File: src/rtl/core/pcs_pkg.sv
`timescale 1ns / 1ps
// ----------------------------------------------------------------------------
// pcs_pkg - shared types and constants
// Register codes, sequencer strobes, the channel write bundle and the
// length counter load table for the pulse channel block.
// ----------------------------------------------------------------------------
package pcs_pkg;

    localparam int CH_SLOTS = 2;

    localparam logic OP_WRITE = 1'b0;
    localparam logic OP_TICK  = 1'b1;

    localparam logic [4:0] FRAME_REG = 5'd23;

    localparam logic [1:0] REG_CONTROL   = 2'd0;
    localparam logic [1:0] REG_SWEEP     = 2'd1;
    localparam logic [1:0] REG_PERIOD_LO = 2'd2;
    localparam logic [1:0] REG_LENGTH    = 2'd3;

    localparam logic [15:0] MIN_PERIOD   = 16'd8;
    localparam logic [3:0]  ENV_FULL     = 4'd15;

    // control byte: DDLC VVVV
    localparam int CTRL_HALT_BIT = 5;
    // sweep byte: EPPP NSSS
    localparam int SWEEP_EN_BIT  = 7;
    localparam int SWEEP_NEG_BIT = 3;

    typedef struct packed {
        logic len_sweep;
        logic envelope;
    } pcs_clk_t;

    typedef struct packed {
        logic       en;
        logic [1:0] sel;
        logic [7:0] data;
    } pcs_wr_t;

    function automatic logic [7:0] length_lookup(input logic [4:0] idx);
        logic [7:0] val;
        unique case (idx)
            5'd0:  val = 8'h0A;
            5'd1:  val = 8'hFE;
            5'd2:  val = 8'h14;
            5'd3:  val = 8'h02;
            5'd4:  val = 8'h28;
            5'd5:  val = 8'h04;
            5'd6:  val = 8'h50;
            5'd7:  val = 8'h06;
            5'd8:  val = 8'hA0;
            5'd9:  val = 8'h08;
            5'd10: val = 8'h3C;
            5'd11: val = 8'h0A;
            5'd12: val = 8'h0E;
            5'd13: val = 8'h0C;
            5'd14: val = 8'h1A;
            5'd15: val = 8'h0E;
            5'd16: val = 8'h0C;
            5'd17: val = 8'h10;
            5'd18: val = 8'h18;
            5'd19: val = 8'h12;
            5'd20: val = 8'h30;
            5'd21: val = 8'h14;
            5'd22: val = 8'h60;
            5'd23: val = 8'h16;
            5'd24: val = 8'hC0;
            5'd25: val = 8'h18;
            5'd26: val = 8'h48;
            5'd27: val = 8'h1A;
            5'd28: val = 8'h10;
            5'd29: val = 8'h1C;
            5'd30: val = 8'h20;
            default: val = 8'h1E;
        endcase
        return val;
    endfunction

endpackage

File: src/rtl/core/pcs_cmd_if.sv
`timescale 1ns / 1ps
// ----------------------------------------------------------------------------
// pcs_cmd_if - command channel
// Valid/ready channel carrying one register write or sequencer tick per item.
// ----------------------------------------------------------------------------
interface pcs_cmd_if;
    logic       valid;
    logic       ready;
    logic       op;
    logic [4:0] reg_index;
    logic [7:0] write_data;

    modport source (output valid, output op, output reg_index, output write_data,
                    input ready);
    modport sink   (input valid, input op, input reg_index, input write_data,
                    output ready);
endinterface

File: src/rtl/core/pcs_status_if.sv
`timescale 1ns / 1ps
// ----------------------------------------------------------------------------
// pcs_status_if - status channel
// Valid/ready channel carrying the state of both pulse channels per item.
// ----------------------------------------------------------------------------
interface pcs_status_if;
    logic        valid;
    logic        ready;
    logic [15:0] ch1_period;
    logic [7:0]  ch1_length;
    logic [3:0]  ch1_envelope;
    logic [7:0]  ch1_control;
    logic [15:0] ch2_period;
    logic [7:0]  ch2_length;
    logic [3:0]  ch2_envelope;
    logic [7:0]  ch2_control;

    modport source (output valid,
                    output ch1_period, output ch1_length, output ch1_envelope,
                    output ch1_control,
                    output ch2_period, output ch2_length, output ch2_envelope,
                    output ch2_control,
                    input ready);
    modport sink   (input valid,
                    input ch1_period, input ch1_length, input ch1_envelope,
                    input ch1_control,
                    input ch2_period, input ch2_length, input ch2_envelope,
                    input ch2_control,
                    output ready);
endinterface

File: src/rtl/core/pulse_channel_sweep_envelope_length.sv
`timescale 1ns / 1ps
// ----------------------------------------------------------------------------
// pulse_channel_sweep_envelope_length - dual pulse channel with frame sequencer
// Register writes and sequencer ticks update two square-wave channels; each
// item returns both channels' period, length, envelope and control.
// ----------------------------------------------------------------------------
//  channel   dir  payload                                   handshake
//  cmd       in   op, reg_index, write_data                 valid/ready
//  status    out  ch1/ch2 period, length, envelope, control valid/ready
//
//  One item per cycle while status is not stalled; an item moves from the
//  input register into channel state, which doubles as the result register.
//  Reset clears all channel and sequencer state; no clearing pass.
//  A stalled status holds the channel state; cmd stays ready while the input
//  register is free or moving into the state in the same cycle.
// ----------------------------------------------------------------------------
module pulse_channel_sweep_envelope_length #(
    parameter int NUM_CHANNELS = 2
) (
    input  logic         clk,
    input  logic         rst_n,
    pcs_cmd_if.sink      cmd,
    pcs_status_if.source status
);
    import pcs_pkg::*;

    logic       in_valid_reg;
    logic       in_valid_next;
    logic       op_reg;
    logic [4:0] idx_reg;
    logic [7:0] data_reg;
    logic       out_valid_reg;
    logic       out_valid_next;
    logic       advance;
    logic       cmd_take;
    pcs_clk_t   strobe;

    logic [15:0] period_w   [CH_SLOTS];
    logic [7:0]  length_w   [CH_SLOTS];
    logic [3:0]  envelope_w [CH_SLOTS];
    logic [7:0]  control_w  [CH_SLOTS];

    assign advance   = in_valid_reg && (!out_valid_reg || status.ready);
    assign cmd.ready = !in_valid_reg || advance;
    assign cmd_take  = cmd.valid && cmd.ready;

    always_comb
    begin
        in_valid_next  = in_valid_reg;
        out_valid_next = out_valid_reg;
        if (cmd_take)
            in_valid_next = 1'b1;
        else if (advance)
            in_valid_next = 1'b0;
        if (advance)
            out_valid_next = 1'b1;
        else if (status.ready)
            out_valid_next = 1'b0;
    end

    always_ff @(posedge clk or negedge rst_n)
    begin
        if (!rst_n)
        begin
            in_valid_reg  <= 1'b0;
            out_valid_reg <= 1'b0;
        end
        else
        begin
            in_valid_reg  <= in_valid_next;
            out_valid_reg <= out_valid_next;
        end
    end

    always_ff @(posedge clk)
    begin
        if (cmd_take)
        begin
            op_reg   <= cmd.op;
            idx_reg  <= cmd.reg_index;
            data_reg <= cmd.write_data;
        end
    end

    pcs_frame_seq u_seq (
        .clk        (clk),
        .rst_n      (rst_n),
        .advance    (advance),
        .op         (op_reg),
        .reg_index  (idx_reg),
        .write_data (data_reg),
        .strobe     (strobe)
    );

    for (genvar g = 0; g < CH_SLOTS; g++)
    begin : g_chan
        if (g < NUM_CHANNELS)
        begin : g_on
            pcs_wr_t wr;

            assign wr.en   = (op_reg == OP_WRITE) && (idx_reg[4:3] == 2'b00)
                             && (idx_reg[2] == 1'(g));
            assign wr.sel  = idx_reg[1:0];
            assign wr.data = data_reg;

            pcs_chan u_chan (
                .clk       (clk),
                .rst_n     (rst_n),
                .advance   (advance),
                .neg_extra (g == 0),
                .wr        (wr),
                .strobe    (strobe),
                .period    (period_w[g]),
                .length    (length_w[g]),
                .envelope  (envelope_w[g]),
                .control   (control_w[g])
            );
        end
        else
        begin : g_off
            assign period_w[g]   = '0;
            assign length_w[g]   = '0;
            assign envelope_w[g] = '0;
            assign control_w[g]  = '0;
        end
    end

    assign status.valid        = out_valid_reg;
    assign status.ch1_period   = period_w[0];
    assign status.ch1_length   = length_w[0];
    assign status.ch1_envelope = envelope_w[0];
    assign status.ch1_control  = control_w[0];
    assign status.ch2_period   = period_w[1];
    assign status.ch2_length   = length_w[1];
    assign status.ch2_envelope = envelope_w[1];
    assign status.ch2_control  = control_w[1];

`ifndef SYNTHESIS
    a_no_overrun: assert property (@(posedge clk) disable iff (!rst_n)
        !(cmd_take && in_valid_reg && !advance))
        else $error("item accepted over a pending item");

    a_result_follows: assert property (@(posedge clk) disable iff (!rst_n)
        advance |=> status.valid)
        else $error("processed item produced no result");

    a_no_repeat: assert property (@(posedge clk) disable iff (!rst_n)
        (status.valid && status.ready && !advance) |=> !status.valid)
        else $error("result delivered twice");
`endif

endmodule

File: src/rtl/core/pcs_frame_seq.sv
`timescale 1ns / 1ps
// ----------------------------------------------------------------------------
// pcs_frame_seq - frame sequencer
// Holds the 4/5-step mode and step count and issues the length/sweep and
// envelope strobes on ticks and on frame register writes.
// ----------------------------------------------------------------------------
module pcs_frame_seq (
    input  logic             clk,
    input  logic             rst_n,
    input  logic             advance,
    input  logic             op,
    input  logic [4:0]       reg_index,
    input  logic [7:0]       write_data,
    output pcs_pkg::pcs_clk_t strobe
);
    import pcs_pkg::*;

    logic       five_step_reg;
    logic       five_step_next;
    logic [2:0] step_reg;
    logic [2:0] step_next;
    logic [3:0] step_inc;

    always_comb
    begin
        five_step_next   = five_step_reg;
        step_next        = step_reg;
        strobe.len_sweep = 1'b0;
        strobe.envelope  = 1'b0;
        step_inc         = {1'b0, step_reg} + 4'd1;
        if (op == OP_TICK)
        begin
            if (five_step_reg)
            begin
                step_next = (step_inc >= 4'd5) ? 3'(step_inc - 4'd5) : step_inc[2:0];
                strobe.len_sweep = (step_next == 3'd1) || (step_next == 3'd3);
                strobe.envelope  = (step_next != 3'd0);
            end
            else
            begin
                step_next = {1'b0, step_inc[1:0]};
                strobe.len_sweep = ~step_next[0];
                strobe.envelope  = 1'b1;
            end
        end
        else if (reg_index == FRAME_REG)
        begin
            five_step_next   = write_data[7];
            step_next        = {2'b10, write_data[7]};
            strobe.len_sweep = write_data[7];
            strobe.envelope  = write_data[7];
        end
    end

    always_ff @(posedge clk or negedge rst_n)
    begin
        if (!rst_n)
        begin
            five_step_reg <= 1'b0;
            step_reg      <= 3'd0;
        end
        else if (advance)
        begin
            five_step_reg <= five_step_next;
            step_reg      <= step_next;
        end
    end

endmodule

File: src/rtl/core/pcs_chan.sv
`timescale 1ns / 1ps
// ----------------------------------------------------------------------------
// pcs_chan - one pulse channel
// Control, sweep, period and length registers with the length counter,
// sweep unit and envelope, updated once per item.
// ----------------------------------------------------------------------------
module pcs_chan (
    input  logic              clk,
    input  logic              rst_n,
    input  logic              advance,
    input  logic              neg_extra,
    input  pcs_pkg::pcs_wr_t  wr,
    input  pcs_pkg::pcs_clk_t strobe,
    output logic [15:0]       period,
    output logic [7:0]        length,
    output logic [3:0]        envelope,
    output logic [7:0]        control
);
    import pcs_pkg::*;

    logic [7:0]  control_reg,   control_next;
    logic [7:0]  length_reg,    length_next;
    logic [10:0] raw_reg,       raw_next;
    logic [15:0] eff_reg,       eff_next;
    logic [7:0]  sweep_reg,     sweep_next;
    logic [2:0]  sw_cnt_reg,    sw_cnt_next;
    logic        reload_reg,    reload_next;
    logic        start_reg,     start_next;
    logic [3:0]  env_lvl_reg,   env_lvl_next;
    logic [3:0]  env_cnt_reg,   env_cnt_next;

    logic [10:0] delta;
    logic [11:0] up_sum;
    logic [11:0] sub;
    logic [15:0] dn_diff;
    logic        no_borrow;
    logic        sw_enabled;
    logic [2:0]  sw_period;
    logic        do_apply;

    always_comb
    begin
        delta      = raw_reg >> sweep_reg[2:0];
        up_sum     = {1'b0, raw_reg} + {1'b0, delta};
        sub        = {1'b0, delta} + {11'd0, neg_extra};
        dn_diff    = {5'd0, raw_reg} - {4'd0, sub};
        no_borrow  = ({1'b0, raw_reg} >= sub);
        sw_enabled = sweep_reg[SWEEP_EN_BIT];
        sw_period  = sweep_reg[6:4];

        control_next = control_reg;
        length_next  = length_reg;
        raw_next     = raw_reg;
        eff_next     = eff_reg;
        sweep_next   = sweep_reg;
        sw_cnt_next  = sw_cnt_reg;
        reload_next  = reload_reg;
        start_next   = start_reg;
        env_lvl_next = env_lvl_reg;
        env_cnt_next = env_cnt_reg;
        do_apply     = 1'b0;

        if (wr.en)
        begin
            unique case (wr.sel)
                REG_CONTROL:
                begin
                    control_next = wr.data;
                end
                REG_SWEEP:
                begin
                    sweep_next  = wr.data;
                    reload_next = 1'b1;
                end
                REG_PERIOD_LO:
                begin
                    raw_next = {raw_reg[10:8], wr.data};
                    eff_next = {5'd0, raw_reg[10:8], wr.data};
                end
                REG_LENGTH:
                begin
                    length_next = length_lookup(wr.data[7:3]);
                    raw_next    = {wr.data[2:0], raw_reg[7:0]};
                    eff_next    = {5'd0, wr.data[2:0], raw_reg[7:0]};
                    start_next  = 1'b1;
                end
                default:
                begin
                    control_next = control_reg;
                end
            endcase
        end

        if (strobe.len_sweep)
        begin
            if (!control_reg[CTRL_HALT_BIT] && (length_reg != 8'd0))
                length_next = length_reg - 8'd1;

            if (reload_reg)
            begin
                reload_next = 1'b0;
                sw_cnt_next = sw_period;
                do_apply    = sw_enabled && (sw_cnt_reg == 3'd0);
            end
            else if (sw_enabled)
            begin
                if (sw_cnt_reg != 3'd0)
                begin
                    sw_cnt_next = sw_cnt_reg - 3'd1;
                end
                else
                begin
                    sw_cnt_next = sw_period;
                    do_apply    = 1'b1;
                end
            end

            if (do_apply)
            begin
                if (!sweep_reg[SWEEP_NEG_BIT])
                begin
                    eff_next = {4'd0, up_sum};
                    if (!up_sum[11])
                        raw_next = up_sum[10:0];
                end
                else
                begin
                    eff_next = dn_diff;
                    if (no_borrow && (dn_diff >= MIN_PERIOD))
                        raw_next = dn_diff[10:0];
                end
            end
        end

        if (strobe.envelope)
        begin
            if (start_reg)
            begin
                start_next   = 1'b0;
                env_lvl_next = ENV_FULL;
                env_cnt_next = control_reg[3:0];
            end
            else if (env_cnt_reg != 4'd0)
            begin
                env_cnt_next = env_cnt_reg - 4'd1;
            end
            else
            begin
                env_cnt_next = control_reg[3:0];
                if (env_lvl_reg != 4'd0)
                    env_lvl_next = env_lvl_reg - 4'd1;
                else if (control_reg[CTRL_HALT_BIT])
                    env_lvl_next = ENV_FULL;
            end
        end
    end

    always_ff @(posedge clk or negedge rst_n)
    begin
        if (!rst_n)
        begin
            control_reg <= '0;
            length_reg  <= '0;
            raw_reg     <= '0;
            eff_reg     <= '0;
            sweep_reg   <= '0;
            sw_cnt_reg  <= '0;
            reload_reg  <= 1'b0;
            start_reg   <= 1'b0;
            env_lvl_reg <= '0;
            env_cnt_reg <= '0;
        end
        else if (advance)
        begin
            control_reg <= control_next;
            length_reg  <= length_next;
            raw_reg     <= raw_next;
            eff_reg     <= eff_next;
            sweep_reg   <= sweep_next;
            sw_cnt_reg  <= sw_cnt_next;
            reload_reg  <= reload_next;
            start_reg   <= start_next;
            env_lvl_reg <= env_lvl_next;
            env_cnt_reg <= env_cnt_next;
        end
    end

    assign period   = eff_reg;
    assign length   = length_reg;
    assign envelope = env_lvl_reg;
    assign control  = control_reg;

endmodule
File: src/flat_wrapper.sv
// flat-port wrapper written by rule: the top's interface ports become plain ports
module pulse_channel_sweep_envelope_length_flat import pcs_pkg::*;
#(
    parameter int NUM_CHANNELS = 2
)
  (clk, rst_n, cmd_valid, cmd_op, cmd_reg_index, cmd_write_data, cmd_ready, status_valid, status_ch1_period, status_ch1_length, status_ch1_envelope, status_ch1_control, status_ch2_period, status_ch2_length, status_ch2_envelope, status_ch2_control, status_ready);
  pcs_cmd_if cmd_i ();
  pcs_status_if status_i ();
  input  logic clk;
  input  logic rst_n;
  input wire logic [$bits(cmd_i.valid)-1:0] cmd_valid;
  input wire logic [$bits(cmd_i.op)-1:0] cmd_op;
  input wire logic [$bits(cmd_i.reg_index)-1:0] cmd_reg_index;
  input wire logic [$bits(cmd_i.write_data)-1:0] cmd_write_data;
  output wire logic [$bits(cmd_i.ready)-1:0] cmd_ready;
  output wire logic [$bits(status_i.valid)-1:0] status_valid;
  output wire logic [$bits(status_i.ch1_period)-1:0] status_ch1_period;
  output wire logic [$bits(status_i.ch1_length)-1:0] status_ch1_length;
  output wire logic [$bits(status_i.ch1_envelope)-1:0] status_ch1_envelope;
  output wire logic [$bits(status_i.ch1_control)-1:0] status_ch1_control;
  output wire logic [$bits(status_i.ch2_period)-1:0] status_ch2_period;
  output wire logic [$bits(status_i.ch2_length)-1:0] status_ch2_length;
  output wire logic [$bits(status_i.ch2_envelope)-1:0] status_ch2_envelope;
  output wire logic [$bits(status_i.ch2_control)-1:0] status_ch2_control;
  input wire logic [$bits(status_i.ready)-1:0] status_ready;
  assign cmd_i.valid = cmd_valid;
  assign cmd_i.op = cmd_op;
  assign cmd_i.reg_index = cmd_reg_index;
  assign cmd_i.write_data = cmd_write_data;
  assign cmd_ready = cmd_i.ready;
  assign status_valid = status_i.valid;
  assign status_ch1_period = status_i.ch1_period;
  assign status_ch1_length = status_i.ch1_length;
  assign status_ch1_envelope = status_i.ch1_envelope;
  assign status_ch1_control = status_i.ch1_control;
  assign status_ch2_period = status_i.ch2_period;
  assign status_ch2_length = status_i.ch2_length;
  assign status_ch2_envelope = status_i.ch2_envelope;
  assign status_ch2_control = status_i.ch2_control;
  assign status_i.ready = status_ready;
  pulse_channel_sweep_envelope_length #(.NUM_CHANNELS(NUM_CHANNELS)) u_core (.clk(clk), .rst_n(rst_n), .cmd(cmd_i), .status(status_i));
endmodule
File: config.mk
export PLATFORM = sky130hd
export DESIGN_NAME = pulse_channel_sweep_envelope_length_flat
export DESIGN_NICKNAME = d
export VERILOG_FILES = /design/src/rtl/core/pcs_pkg.sv /design/src/rtl/core/pcs_cmd_if.sv /design/src/rtl/core/pcs_status_if.sv /design/src/rtl/core/pulse_channel_sweep_envelope_length.sv /design/src/rtl/core/pcs_frame_seq.sv /design/src/rtl/core/pcs_chan.sv /design/src/flat_wrapper.sv
export SDC_FILE = /design/constraint.sdc
export NUM_CORES = 1
export LEC_CHECK = 0
export BUFFER_PORTS_ARGS = -buffer_cell sky130_fd_sc_hd__buf_2
export CAP_MARGIN = 10
export CORE_UTILIZATION = 30
export CTS_BUF_LIST = sky130_fd_sc_hd__clkbuf_16
export DETAILED_ROUTE_END_ITERATION = 6
export PLACE_DENSITY = 0.52
export RECOVER_POWER = 25
export SYNTH_ARGS = -nofsm -noshare
export SYNTH_HDL_FRONTEND = slang
export SYNTH_SLANG_ARGS = --single-unit
File: constraint.sdc
create_clock -name clk -period 7.4 [get_ports clk]
set_clock_uncertainty 0.1 [all_clocks]
set_input_delay 0.74 -clock clk [delete_from_list [all_inputs] [get_ports clk]]
set_output_delay 0.74 -clock clk [all_outputs]
set_load 0.02 [all_outputs]
==> results by group, run 1 <==
Layout
  • Most frequent standard cell in the layout excluding fill and tap cells: sky130_fd_sc_hd__dfrtp_1
  • Antenna cells: 0
  • Share of final-layout standard cells stronger than drive strength 1: 12.53%
  • Filler Cells Inserted: 4157
  • Number of flip-flops under the largest register name: 32
  • Final-stage net count: 1559
  • Area delta synth->final: 12.72%
  • Highest-count cells in the layout ignoring fill and taps: sky130_fd_sc_hd__dfrtp_1 (134), sky130_fd_sc_hd__nand2_1 (127), sky130_fd_sc_hd__nor2_1 (118), sky130_fd_sc_hd__a21oi_1 (118), sky130_fd_sc_hd__o21ai_0 (99)

Clock network
  • Deepest level of the CTS H-tree: 4
  • Number of instances resized during post-cts repair: 0
  • Clock transition at path regs: approximately 0.08 ns
  • Root buffer selected by CTS: sky130_fd_sc_hd__clkbuf_16
  • Worst-skew pair later-pin latency: 0.44 ns
  • Total of hold buffers inserted after clock tree synthesis: 0
  • TritonCTS clock tree: yes
  • Clock buffers created by TritonCTS: 17
  • Post-CTS setup-driven buffer insertion count: 0
  • Max clock buf depth: 2
  • # clock sinks: around 160

GRT
  • Maximum number of pins on one net before global-route repair: 74
  • Grt total ovfl: 0
  • Via count of the first global-routing pass: approximately 11k
  • Global-route wire length before repair: 61.40 mm
  • GRT Overall Usage: 18.84%
  • Antenna violations before repair: 0

Routing
  • Antenna Violating Nets Remaining: 0
  • Post-detailed-routing wire length: 38.73 mm
  • Detailed-router iteration count before antenna repair: 7
  • Average detailed-routed wire length per instance: 19.27 um
  • Total vias in the final route: 11.11k
  • Number of DRC markers after the initial detailed-route iteration: 976
  • Per-cell via count in the routed design: 5.527
  • Remaining routing DRC violations: 0

Die
  • Initial standard-cell utilization of the core: 30.41%
  • Die height: between 200 and 250 um
  • I/O pin cnt: 92
  • Die X-Extent: 202.7 um
  • Area of the placeable core: 0.03973 sq mm
  • Cell row count: 73
  • Die Footprint: 0.04109 sq mm

Power
  • Sw frac: ~50%
  • Psw: 3137 uW
  • Peak supply drop: 0.1544 mV
  • Clock Power Share: approximately 15%
  • PwrDens: approximately 460 mW/mm^2
  • Combinational share of power: 62.0%
  • Leakage power total: 0.005847 uW
  • Sequential share of power: about 23%
  • Internal power: 3177 uW

Timing
  • Number of max-slew violations in the final report: 63
  • Fmax: 179.5 MHz
  • RSZ-0062 raised after global routing: false
  • Tightest Pin Transition: 3.411 ns
  • Setup_tns: 0 ns
  • Post-route worst hold slack: 0.3648 ns
  • Final Hold Vio Count: 0
  • Final setup margin: 1.830 ns
  • Finish-stage setup viols: 0
  • Minimum clock period: between 5 and 6 ns
  • Slew HR: -127.4%
  • Final cycle utilization of the critical path: 75.27%

Hold path
  • Hold Path Class: primary input to flop

Setup path
  • Kind of start point of the critical path: flop
  • Largest driver fanout on the critical path: 20
  • Crit path arrival time: between 5 and 6 ns
  • Crit end category: flop
  • Required time of the critical path: 7.64 ns
  • CP Class: flop to flop

Logic synthesis
  • Post-synth EDFFs: 14
  • Flip-flop and latch count after synthesis: 155
  • Average instance area after synthesis: ~8.5 sq um
  • Total nets after synthesis: 1507
  • Share of the synthesized area in the top cell type: between 20% and 30%
  • Number of distinct library cell variants in the gate-level netlist after synthesis: 82
  • Synthesis warning total: 0
  • Leading post-synthesis cells by cell area: sky130_fd_sc_hd__dfrtp_1 (28%), sky130_fd_sc_hd__ha_1 (6.7%), sky130_fd_sc_hd__mux2i_1 (5.6%)
  • Largest area contributor in the netlist: sky130_fd_sc_hd__dfrtp_1
  • Share of flip-flops with an asynchronous set or reset: 86.45%
  • Most instantiated flip-flop cell in the synthesis netlist: sky130_fd_sc_hd__dfrtp_1
  • Synth Instances: 1420
  • Post-synthesis sequential area ratio: 32.39%
  • Cell area after synthesis: 0.01208 sq mm

Job
  • Maximum capacitance violations: 1

Placement
  • Detailed-placement wirelength estimate: 28.27 mm
  • Setup slack after placement: 1.958 ns
  • Number of port buffers: 91
  • Global placement routability congestion: 0.8859

Status
  • Violated checks: max-capacitance violations, max-slew violations
  • Result of the run: finished, violations left
-- layer usage --
| metal | part of all wire, % | global-route usage (%) | vias up |
|---|---|---|---|
| met5 | 0 | 0 | - |
| met3 | 5.3 | 2.472 | 64 |
| met1 | 46 | 25.27 | 5385 |
| met2 | 47 | 31.03 | 365 |
| met4 | 2.4 | 6.498 | 0 |
| li1 | - | - | 5296 |
-- power by group through the flow --
stage	registers (uW)	clock network (uW)	logic, uW
final	1430	964	3920
after CTS	1430	979	3900
after global placement	1440	0	3850
after global routing	1470	1010	4310
after floorplan	1460	0	2770
after detailed placement	1450	0	3870
-- path summary, 6_finish.rpt --
kind | slack, ns | to | startpoint | cells after the start
min in group asynchronous | 1.35 | u_core.g_chan[1].g_on.u_chan.length[1] | rst_n | 1
max in group asynchronous | 3.43 | u_core.g_chan[0].g_on.u_chan.period[0] | rst_n | 2
hold / removal | 0.36 | u_core.data_reg[1] | cmd_write_data[1] | 1
hold reg to reg | 0.38 | u_core.g_chan[0].g_on.u_chan.sw_cnt_reg[1] | u_core.g_chan[0].g_on.u_chan.sw_cnt_reg[1] | 2
setup reg to reg | 1.83 | u_core.g_chan[0].g_on.u_chan.raw_reg[5] | u_core.g_chan[0].g_on.u_chan.sweep_reg[0] | 17
setup / recovery | 1.83 | u_core.g_chan[0].g_on.u_chan.raw_reg[5] | u_core.g_chan[0].g_on.u_chan.sweep_reg[0] | 17
-- synthesized netlist by cell type (6+ instances only) --
master	n
sky130_fd_sc_hd__nor2b_1	18
sky130_fd_sc_hd__edfxtp_1	14
sky130_fd_sc_hd__or3_1	18
sky130_fd_sc_hd__a211oi_1	16
sky130_fd_sc_hd__nand2b_1	31
sky130_fd_sc_hd__xnor2_1	31
sky130_fd_sc_hd__nand4_1	13
sky130_fd_sc_hd__ha_1	65
sky130_fd_sc_hd__nand2_1	127
sky130_fd_sc_hd__xor2_1	12
sky130_fd_sc_hd__clkbuf_1	57
sky130_fd_sc_hd__mux2_2	50
sky130_fd_sc_hd__inv_1	90
sky130_fd_sc_hd__o22ai_1	12
sky130_fd_sc_hd__a21o_1	14
sky130_fd_sc_hd__a21oi_1	118
sky130_fd_sc_hd__a221o_1	6
sky130_fd_sc_hd__and2_1	11
sky130_fd_sc_hd__o211ai_1	8
sky130_fd_sc_hd__o21ai_0	99
sky130_fd_sc_hd__nor3_1	39
sky130_fd_sc_hd__nand3_1	45
sky130_fd_sc_hd__a31oi_1	11
sky130_fd_sc_hd__a22oi_1	9
sky130_fd_sc_hd__a32oi_1	7
sky130_fd_sc_hd__dfxtp_1	7
sky130_fd_sc_hd__nor2_1	118
sky130_fd_sc_hd__mux2i_1	68
sky130_fd_sc_hd__dfrtp_1	134
sky130_fd_sc_hd__nor4_1	6
sky130_fd_sc_hd__and3_1	7
sky130_fd_sc_hd__mux4_2	7
sky130_fd_sc_hd__o22a_1	15
sky130_fd_sc_hd__o21a_1	13
sky130_fd_sc_hd__o221ai_1	6
-- logic make-up (layout without fill, tap and decap cells) --
logic type	after synthesis	after routing	synth area share, %
xor gates and xnor gates	43	43	3.117
DFF	155	155	32.39
and+or+nand+nor	456	456	18.02
AOI/OAI and AO/OA	411	411	22.32
muxes	125	125	11.60
adders and majority gates	70	70	7.476
buffers and inverters	160	225	5.084
-- cell type report --
| cell class | instances | area, sq um | area share (%) |
|---|---|---|---|
| clock buffers | 17 | 425.4 | 3.123 |
| clock inverters | 15 | 205.2 | 1.507 |
| inverters | 91 | 341.6 | 2.508 |
| multi-input cells | 1105 | 7569 | 55.57 |
| flip-flops and latches | 155 | 3914 | 28.73 |
| well taps | 525 | 656.9 | 4.823 |
| repair buffers | 102 | 509.2 | 3.739 |
-- per-stage QoR --
stage	instances	total power, uW	utilization (%)	area (sq um)
after detailed placement	1978	5320	32.78	13030
after CTS	2010	6310	34.37	13660
after global routing	2010	6797	34.28	13620
final	2010	6314	34.28	13620
after global placement	1978	5291	32.78	13030
after floorplan	1420	4231	-	12080
-- worst max-delay path, cell delays in order (launching register included) --
cell and delay [ns]:
sky130_fd_sc_hd__dfrtp_1 0.79, sky130_fd_sc_hd__mux4_2 0.60, sky130_fd_sc_hd__nand2_1 0.10, sky130_fd_sc_hd__and2_1 0.17
sky130_fd_sc_hd__inv_1 0.07, sky130_fd_sc_hd__ha_1 0.21, sky130_fd_sc_hd__and2_1 0.15, sky130_fd_sc_hd__nand4_1 0.13
sky130_fd_sc_hd__xor2_1 0.18, sky130_fd_sc_hd__ha_1 0.33, sky130_fd_sc_hd__a21o_1 0.22, sky130_fd_sc_hd__or3_1 0.33
sky130_fd_sc_hd__o21ai_1 0.23, sky130_fd_sc_hd__xnor2_1 0.17, sky130_fd_sc_hd__or4_4 0.46, sky130_fd_sc_hd__o31ai_4 0.61
sky130_fd_sc_hd__mux2_2 0.41, sky130_fd_sc_hd__o21ai_0 0.20
(Power assumes the default switching activity.)
==> run 2: changes to the inputs <==
--- a/config.mk
+++ b/config.mk
@@ -10,7 +10,7 @@
 export CORE_UTILIZATION = 30
 export CTS_BUF_LIST = sky130_fd_sc_hd__clkbuf_16
 export DETAILED_ROUTE_END_ITERATION = 6
-export PLACE_DENSITY = 0.52
+export PLACE_DENSITY = 0.53
 export RECOVER_POWER = 25
 export SYNTH_ARGS = -nofsm -noshare
 export SYNTH_HDL_FRONTEND = slang
==> constraint.sdc (replaced) <==
create_clock -name clk -period 5.1 [get_ports clk]
set_clock_uncertainty 0.1 [all_clocks]
set_input_delay 0.51 -clock clk [delete_from_list [all_inputs] [get_ports clk]]
set_output_delay 0.51 -clock clk [all_outputs]
set_load 0.02 [all_outputs]
==> run 2 against run 1 <==
Compared with the run above:
- clock power grew 40%
- wire length grew 0.67%
- worst setup slack got worse by 1.6 ns
- critical endpoint is now u_core.g_chan[0].g_on.u_chan.raw_reg[1]
- core utilization is 0.83 points higher
- the flow still finishes with violations (max-capacitance violations, max-slew violations)
- die area stayed put
- sequential cell count is the same
- worst hold slack worse by 0.23 ns
- combinational power up 57%
- power increased by 51%
==> results by group, run 2 (synthesis gave the netlist of run 1 again) <==
Hold path
  • Startpoint of the tightest hold check path: cmd_write_data[1]
  • Hold Path Class: primary input to flop

Layout
  • Area delta synth->final: 15.46%
  • Share of final-layout standard cells stronger than drive strength 1: 16.04%
  • Most frequent standard cell in the layout excluding fill and tap cells: sky130_fd_sc_hd__dfrtp_1
  • Highest-count cells in the layout ignoring fill and taps: sky130_fd_sc_hd__dfrtp_1 (133), sky130_fd_sc_hd__nand2_1 (127), sky130_fd_sc_hd__nor2_1 (118), sky130_fd_sc_hd__a21oi_1 (118), sky130_fd_sc_hd__o21ai_0 (99)
  • Final-stage net count: 1601
  • Number of flip-flops under the largest register name: 32
  • End-of-flow core utilization: 35.12%

Setup path
  • Worst setup path startpoint: u_core.g_chan[0].g_on.u_chan.sweep_reg[1]
  • Largest driver fanout on the critical path: 7
  • Crit end category: flop
  • Crit path arrival time: 5.18 ns
  • Required time of the critical path: 5.36 ns
  • CP Class: flop to flop
  • Start of the worst register-to-register path: u_core.g_chan[0].g_on.u_chan.sweep_reg[1]
  • Kind of start point of the critical path: flop

Die
  • Initial standard-cell utilization of the core: 30.41%
  • Die height: 202.7 um
  • Area of the placeable core: 0.03973 sq mm
  • Cell row count: 73
  • Die Footprint: ~0.04 sq mm
  • I/O pin cnt: 92
  • Die X-Extent: roughly 200 um

Clock network
  • Total of hold buffers inserted after clock tree synthesis: 0
  • TritonCTS clock tree: yes
  • # clock sinks: 155
  • Root buffer selected by CTS: sky130_fd_sc_hd__clkbuf_16
  • Deepest level of the CTS H-tree: 4
  • Clock buffers created by TritonCTS: 17
  • Worst-skew pair later-pin latency: 0.44 ns
  • Clock transition at path regs: 0.08 ns
  • Max clock buf depth: 2

GRT
  • Antenna violations before repair: 1
  • Via count of the first global-routing pass: 10.81k
  • Grt total ovfl: 0
  • Global-route wire length before repair: 60.74 mm
  • Maximum number of pins on one net before global-route repair: 99
  • GRT Overall Usage: a little under a fifth

Routing
  • Antenna Violating Nets Remaining: 0
  • Post-detailed-routing wire length: 38.99 mm
  • Remaining routing DRC violations: 0
  • Average detailed-routed wire length per instance: 18.99 um
  • Number of DRC markers after the initial detailed-route iteration: 863
  • Total vias in the final route: 11.26k
  • Detailed-router iteration count before antenna repair: 6
  • Per-cell via count in the routed design: about 5.5

Timing
  • Tightest Pin Transition: 2.529 ns
  • Final cycle utilization of the critical path: 96.36%
  • Number of max-slew violations in the final report: 99
  • Fmax: slightly above 200 MHz
  • Slew HR: -68.58%
  • Finish-stage setup viols: 0
  • Minimum clock period: 4.914 ns
  • Setup_tns: 0 ns
  • Final Hold Vio Count: 0

Power
  • Peak supply drop: approximately 0.29 mV
  • Leakage power total: 0.006106 uW
  • PwrDens: 681.9 mW/mm^2

Status
  • Result of the run: finished, violations left
  • Violated checks: max-capacitance violations, max-slew violations

Job
  • Maximum capacitance violations: 1

Placement
  • Global placement routability congestion: a little over 0.9
  • Number of port buffers: 91
  • Detailed-placement wirelength estimate: 29.03 mm
==> run 2: where the power goes <==
part	internal, uW	switching [uW]
registers	1580	417
logic	2510	3660
clock network	711	639
==> run 2: worst max-delay path: stages (launching register included) <==
cell and delay (ns):
sky130_fd_sc_hd__dfrtp_2 0.48, sky130_fd_sc_hd__buf_2 0.22, sky130_fd_sc_hd__mux4_2 0.32, sky130_fd_sc_hd__nand2_1 0.11
sky130_fd_sc_hd__and2_1 0.15, sky130_fd_sc_hd__inv_1 0.06, sky130_fd_sc_hd__ha_1 0.21, sky130_fd_sc_hd__and2_1 0.15
sky130_fd_sc_hd__nand4_1 0.16, sky130_fd_sc_hd__xor2_1 0.18, sky130_fd_sc_hd__ha_1 0.32, sky130_fd_sc_hd__a21o_1 0.22
sky130_fd_sc_hd__or3_1 0.33, sky130_fd_sc_hd__o21ai_1 0.26, sky130_fd_sc_hd__xnor2_1 0.13, sky130_fd_sc_hd__or4_4 0.48
sky130_fd_sc_hd__o31ai_4 0.22, sky130_fd_sc_hd__buf_4 0.19, sky130_fd_sc_hd__buf_4 0.16, sky130_fd_sc_hd__mux2i_1 0.20
sky130_fd_sc_hd__a2bb2oi_1 0.18
==> run 2: stage by stage <==
stage          std cells  cell area (sq um)  setup WS, ns  hold slack (ns)  power, uW
2_1_floorplan       1420              12080        0.3913           0.1144       6139
3_3_place_gp        2016              13310        0.1765           0.3598       8011
3_5_place_dp        2016              13310       0.09782           0.3647       8065
4_1_cts             2048              13930       0.07224           0.1140       9465
5_1_grt             2053              13950     -0.001511           0.1122      10230
6_report            2053              13950        0.1857           0.1351       9514
==> run 2: area by class of cell <==
class	instances	area, sq um
fill	4149	25780
multi-input combinational	1105	7569
sequential	155	3915
timing repair buffer	144	842.1
tap	525	656.9
clock buffer	17	425.4
inverter	91	341.6
clock inverter	15	200.2
antenna	1	2.502
==> run 2: routing by layer <==
metal	up-vias	GRT usage, %	wire length (um)
met3	61	3.002	1773
met5	-	0	0
met2	322	30.79	18330
met4	0	7.277	1132
li1	5386	-	-
met1	5492	24.76	17750
==> run 2: repair_timing <==
| item | in CTS | in global routing |
|---|---|---|
| gates resized for setup | 0 | 2 |
| endpoints found under the setup margin | 0 | 10 |
| buffers inserted | 0 | 4 |
==> run 2: worst paths after layout <==
check / endpoint / slack (ns) / cells after the start
setup reg to reg: u_core.g_chan[0].g_on.u_chan.raw_reg[1] / 0.19 / 20
hold reg to reg: u_core.g_chan[0].g_on.u_chan.sw_cnt_reg[1] / 0.38 / 2
max in group asynchronous: u_core.g_chan[1].g_on.u_chan.period[4] / 2.47 / 2
hold / removal: u_core.data_reg[1] / 0.14 / 1
setup / recovery: u_core.g_chan[0].g_on.u_chan.raw_reg[1] / 0.19 / 20
min in group asynchronous: u_core.g_chan[1].g_on.u_chan.length[0] / 0.76 / 1
==> run 3: changes to the inputs <==
--- a/config.mk
+++ b/config.mk
@@ -7,10 +7,10 @@
 export LEC_CHECK = 0
 export BUFFER_PORTS_ARGS = -buffer_cell sky130_fd_sc_hd__buf_2
 export CAP_MARGIN = 10
-export CORE_UTILIZATION = 30
+export CORE_UTILIZATION = 50
 export CTS_BUF_LIST = sky130_fd_sc_hd__clkbuf_16
 export DETAILED_ROUTE_END_ITERATION = 6
-export PLACE_DENSITY = 0.53
+export PLACE_DENSITY = 0.77
 export RECOVER_POWER = 25
 export SYNTH_ARGS = -nofsm -noshare
 export SYNTH_HDL_FRONTEND = slang
==> run 3 against run 2 <==
Compared with the run above:
- the flow still finishes with violations (max-capacitance violations, max-slew violations)
- global-route usage up 10 points
- core utilization up 22 points
- via count up 2.2%
- maximum frequency up 1.8%
- worst hold slack better by 0.0065 ns
- critical path type unchanged
- critical endpoint is now u_core.g_chan[0].g_on.u_chan.raw_reg[6]
- largest cell class unchanged
==> results by group, run 3 (synthesis gave the netlist of run 1 again) <==
Status
  • Result of the run: finished, violations left
  • Violated checks: max-capacitance violations, max-slew violations

Timing
  • Number of max-slew violations in the final report: 95
  • Final cycle utilization of the critical path: 94.67%
  • Minimum clock period: 4.828 ns
  • Final Hold Vio Count: 0
  • Tightest Pin Transition: 2.495 ns
  • Final setup margin: 0.2717 ns
  • Setup_tns: 0 ns
  • Finish-stage setup viols: 0
  • Fmax: 207.1 MHz
  • Post-route worst hold slack: 0.1416 ns
  • RSZ-0062 raised after global routing: false
  • Slew HR: -66.32%

Setup path
  • Crit path arrival time: 5.09 ns
  • CP Class: flop to flop
  • Worst setup path startpoint: u_core.g_chan[0].g_on.u_chan.sweep_reg[1]
  • End of the critical path: u_core.g_chan[0].g_on.u_chan.raw_reg[6]
  • Kind of start point of the critical path: flop
  • Largest driver fanout on the critical path: 10
  • Crit end category: flop
  • Capture instance of the worst register-to-register path: u_core.g_chan[0].g_on.u_chan.raw_reg[6]
  • Setup slack of the most critical reg-to-reg path: 0.27 ns
  • Cell at the slowest stage of the critical path: sky130_fd_sc_hd__or4_4
  • Slowest Stage Delay on Critical Path: approximately 0.46 ns
  • FF-to-FF path depth: 19
  • Gate family responsible for the most delay along the worst path: compound AO/OA/AOI/OAI gates
  • Start of the worst register-to-register path: u_core.g_chan[0].g_on.u_chan.sweep_reg[1]
  • Critical Path Stages: 19
  • Most frequent cell on the critical path: sky130_fd_sc_hd__ha_1
  • Required time of the critical path: 5.36 ns
  • Critical Path, Cell by Cell: buf_4 -> mux2i_2 -> o22ai_1 -> a21oi_1 -> inv_1 -> ha_1 -> and2_1 -> nand4_1 -> xor2_1 -> ha_1 -> a21o_1 -> or3_1 -> o21ai_2 -> xnor2_1 -> or4_4 -> o31ai_4 -> buf_12 -> mux2_2 -> a31oi_1
  • Buffer and inverter count on the worst path: 3

Clock network
  • # clock sinks: 155
  • Worst-skew pair later-pin latency: between 0.4 and 0.5 ns
  • Deepest level of the CTS H-tree: 4
  • Clock buffers created by TritonCTS: 17
  • Clock transition at path regs: roughly 0.070 ns
  • Root buffer selected by CTS: sky130_fd_sc_hd__clkbuf_16
  • Max clock buf depth: 2
  • TritonCTS clock tree: yes

Hold path
  • Hold Path Class: primary input to flop

Layout
  • Final-stage net count: ~1.6k
  • Highest-count cells in the layout ignoring fill and taps: sky130_fd_sc_hd__dfrtp_1 (133), sky130_fd_sc_hd__nand2_1 (127), sky130_fd_sc_hd__nor2_1 (118), sky130_fd_sc_hd__a21oi_1 (118), sky130_fd_sc_hd__o21ai_0 (99)
  • End-of-flow core utilization: 57.52%
  • Number of flip-flops under the largest register name: 32
  • Share of final-layout standard cells stronger than drive strength 1: 15.63%
  • Area delta synth->final: 12.39%
  • Most frequent standard cell in the layout excluding fill and tap cells: sky130_fd_sc_hd__dfrtp_1

GRT
  • Global-route wire length before repair: 55.96 mm
  • Grt total ovfl: 0
  • Antenna violations before repair: 1
  • Via count of the first global-routing pass: approximately 11k
  • GRT Overall Usage: 28.92%
  • Maximum number of pins on one net before global-route repair: 95

Power
  • Peak supply drop: between 0.4 and 0.5 mV
  • Leakage power total: about 0.0060 uW
  • PwrDens: ~700 mW/mm^2

Routing
  • Remaining routing DRC violations: 0
  • Antenna Violating Nets Remaining: 0
  • Number of DRC markers after the initial detailed-route iteration: 1235
  • Total vias in the final route: 11.51k
  • Detailed-router iteration count before antenna repair: 7
  • Post-detailed-routing wire length: 35.36 mm
  • Per-cell via count in the routed design: 6.267
  • Average detailed-routed wire length per instance: 19.26 um

Die
  • Die X-Extent: 157.5 um
  • Cell row count: 56
  • Die Footprint: between 0.02 and 0.025 sq mm
  • Area of the placeable core: 0.02361 sq mm
  • Die height: around 160 um
  • I/O pin cnt: 92
  • Initial standard-cell utilization of the core: 51.18%

Placement
  • Global placement routability congestion: 0.9744
  • Number of port buffers: a little over 90
  • Setup slack after placement: 0.2200 ns
  • Detailed-placement wirelength estimate: between 20 and 30 mm

Job
  • Maximum capacitance violations: 1
-- run 3: cell count changes in the layout (fill, tap and decap cells not counted), sizes merged --
cell,delta
buf,-10
clkinv,-2
clkbuf,-1
clkinvlp,+1
inv,+1
-- run 3: worst min path at each step --
stage | from | end | slack, ns | cells after the start
6_report | cmd_reg_index[0] | u_core.idx_reg[0] | 0.14 | 1
5_1_grt | cmd_write_data[2] | u_core.data_reg[2] | 0.14 | 1
4_1_cts | rst_n | u_core.g_chan[1].g_on.u_chan.length[1] | 0.1 | 1
3_5_place_dp | u_core.g_chan[0].g_on.u_chan.period[12] | u_core.g_chan[0].g_on.u_chan.period[12] | 0.36 | 2
3_3_place_gp | u_core.g_chan[1].g_on.u_chan.period[15] | u_core.g_chan[1].g_on.u_chan.period[15] | 0.36 | 1
2_1_floorplan | rst_n | u_core.g_chan[0].g_on.u_chan.control[0] | 0.11 | 0
-- run 3: cell type report --
| type | count | area (sq um) |
|---|---|---|
| Fill cell | 2134 | 10030 |
| Clock buffer | 17 | 425.4 |
| Sequential cell | 155 | 3915 |
| Timing Repair Buffer | 133 | 779.5 |
| Inverter | 91 | 341.6 |
| Antenna cell | 1 | 2.502 |
| Clock inverter | 15 | 137.6 |
| Tap cell | 319 | 399.1 |
| Multi-Input combinational cell | 1105 | 7581 |
-- run 3: stage by stage --
stage	instance area, sq um	total power, uW	instances
floorplan	12080	6139	1420
global placement	13000	7771	1803
detailed placement	13000	7870	1803
CTS	13560	9142	1835
global route	13580	9904	1836
finish	13580	9282	1836
-- run 3: power by group --
part           leakage, uW  total (uW)  switching, uW  internal [uW]
clock             0.000278        1240            560            680
combinational      0.00391        6040           3570           2470
sequential         0.00185        2000            419           1580
-- run 3: metal layers --
layer  part of all wire, %  vias to the layer above  global-route usage (%)
li1                      -                     5344                       -
met1                    42                     5532                   38.24
met2                    47                      513                   46.65
met3                   7.0                      117                   4.213
met4                   4.0                        0                   13.50
met5                     0                        -                       0
-- run 3: repair_timing --
| action | 4_1_cts | 5_1_grt |
|---|---|---|
| hold buffers | 0 | 0 |
| buffers inserted | 0 | 0 |
| endpoints found under the setup margin | 0 | 7 |
| resized for setup | 0 | 8 |
-- run 3: worst register-to-register path, delay by kind of cell (launching register included) --
kind	cells	cell delay, ns
multiplexers	2	0.61
AND/OR/NAND/NOR	4	1.09
XOR/XNOR	2	0.32
buffers and inverters	3	0.46
flip-flops	1	0.45
AO/OA/AOI/OAI	6	1.17
adder cells (fa/ha/maj)	2	0.55
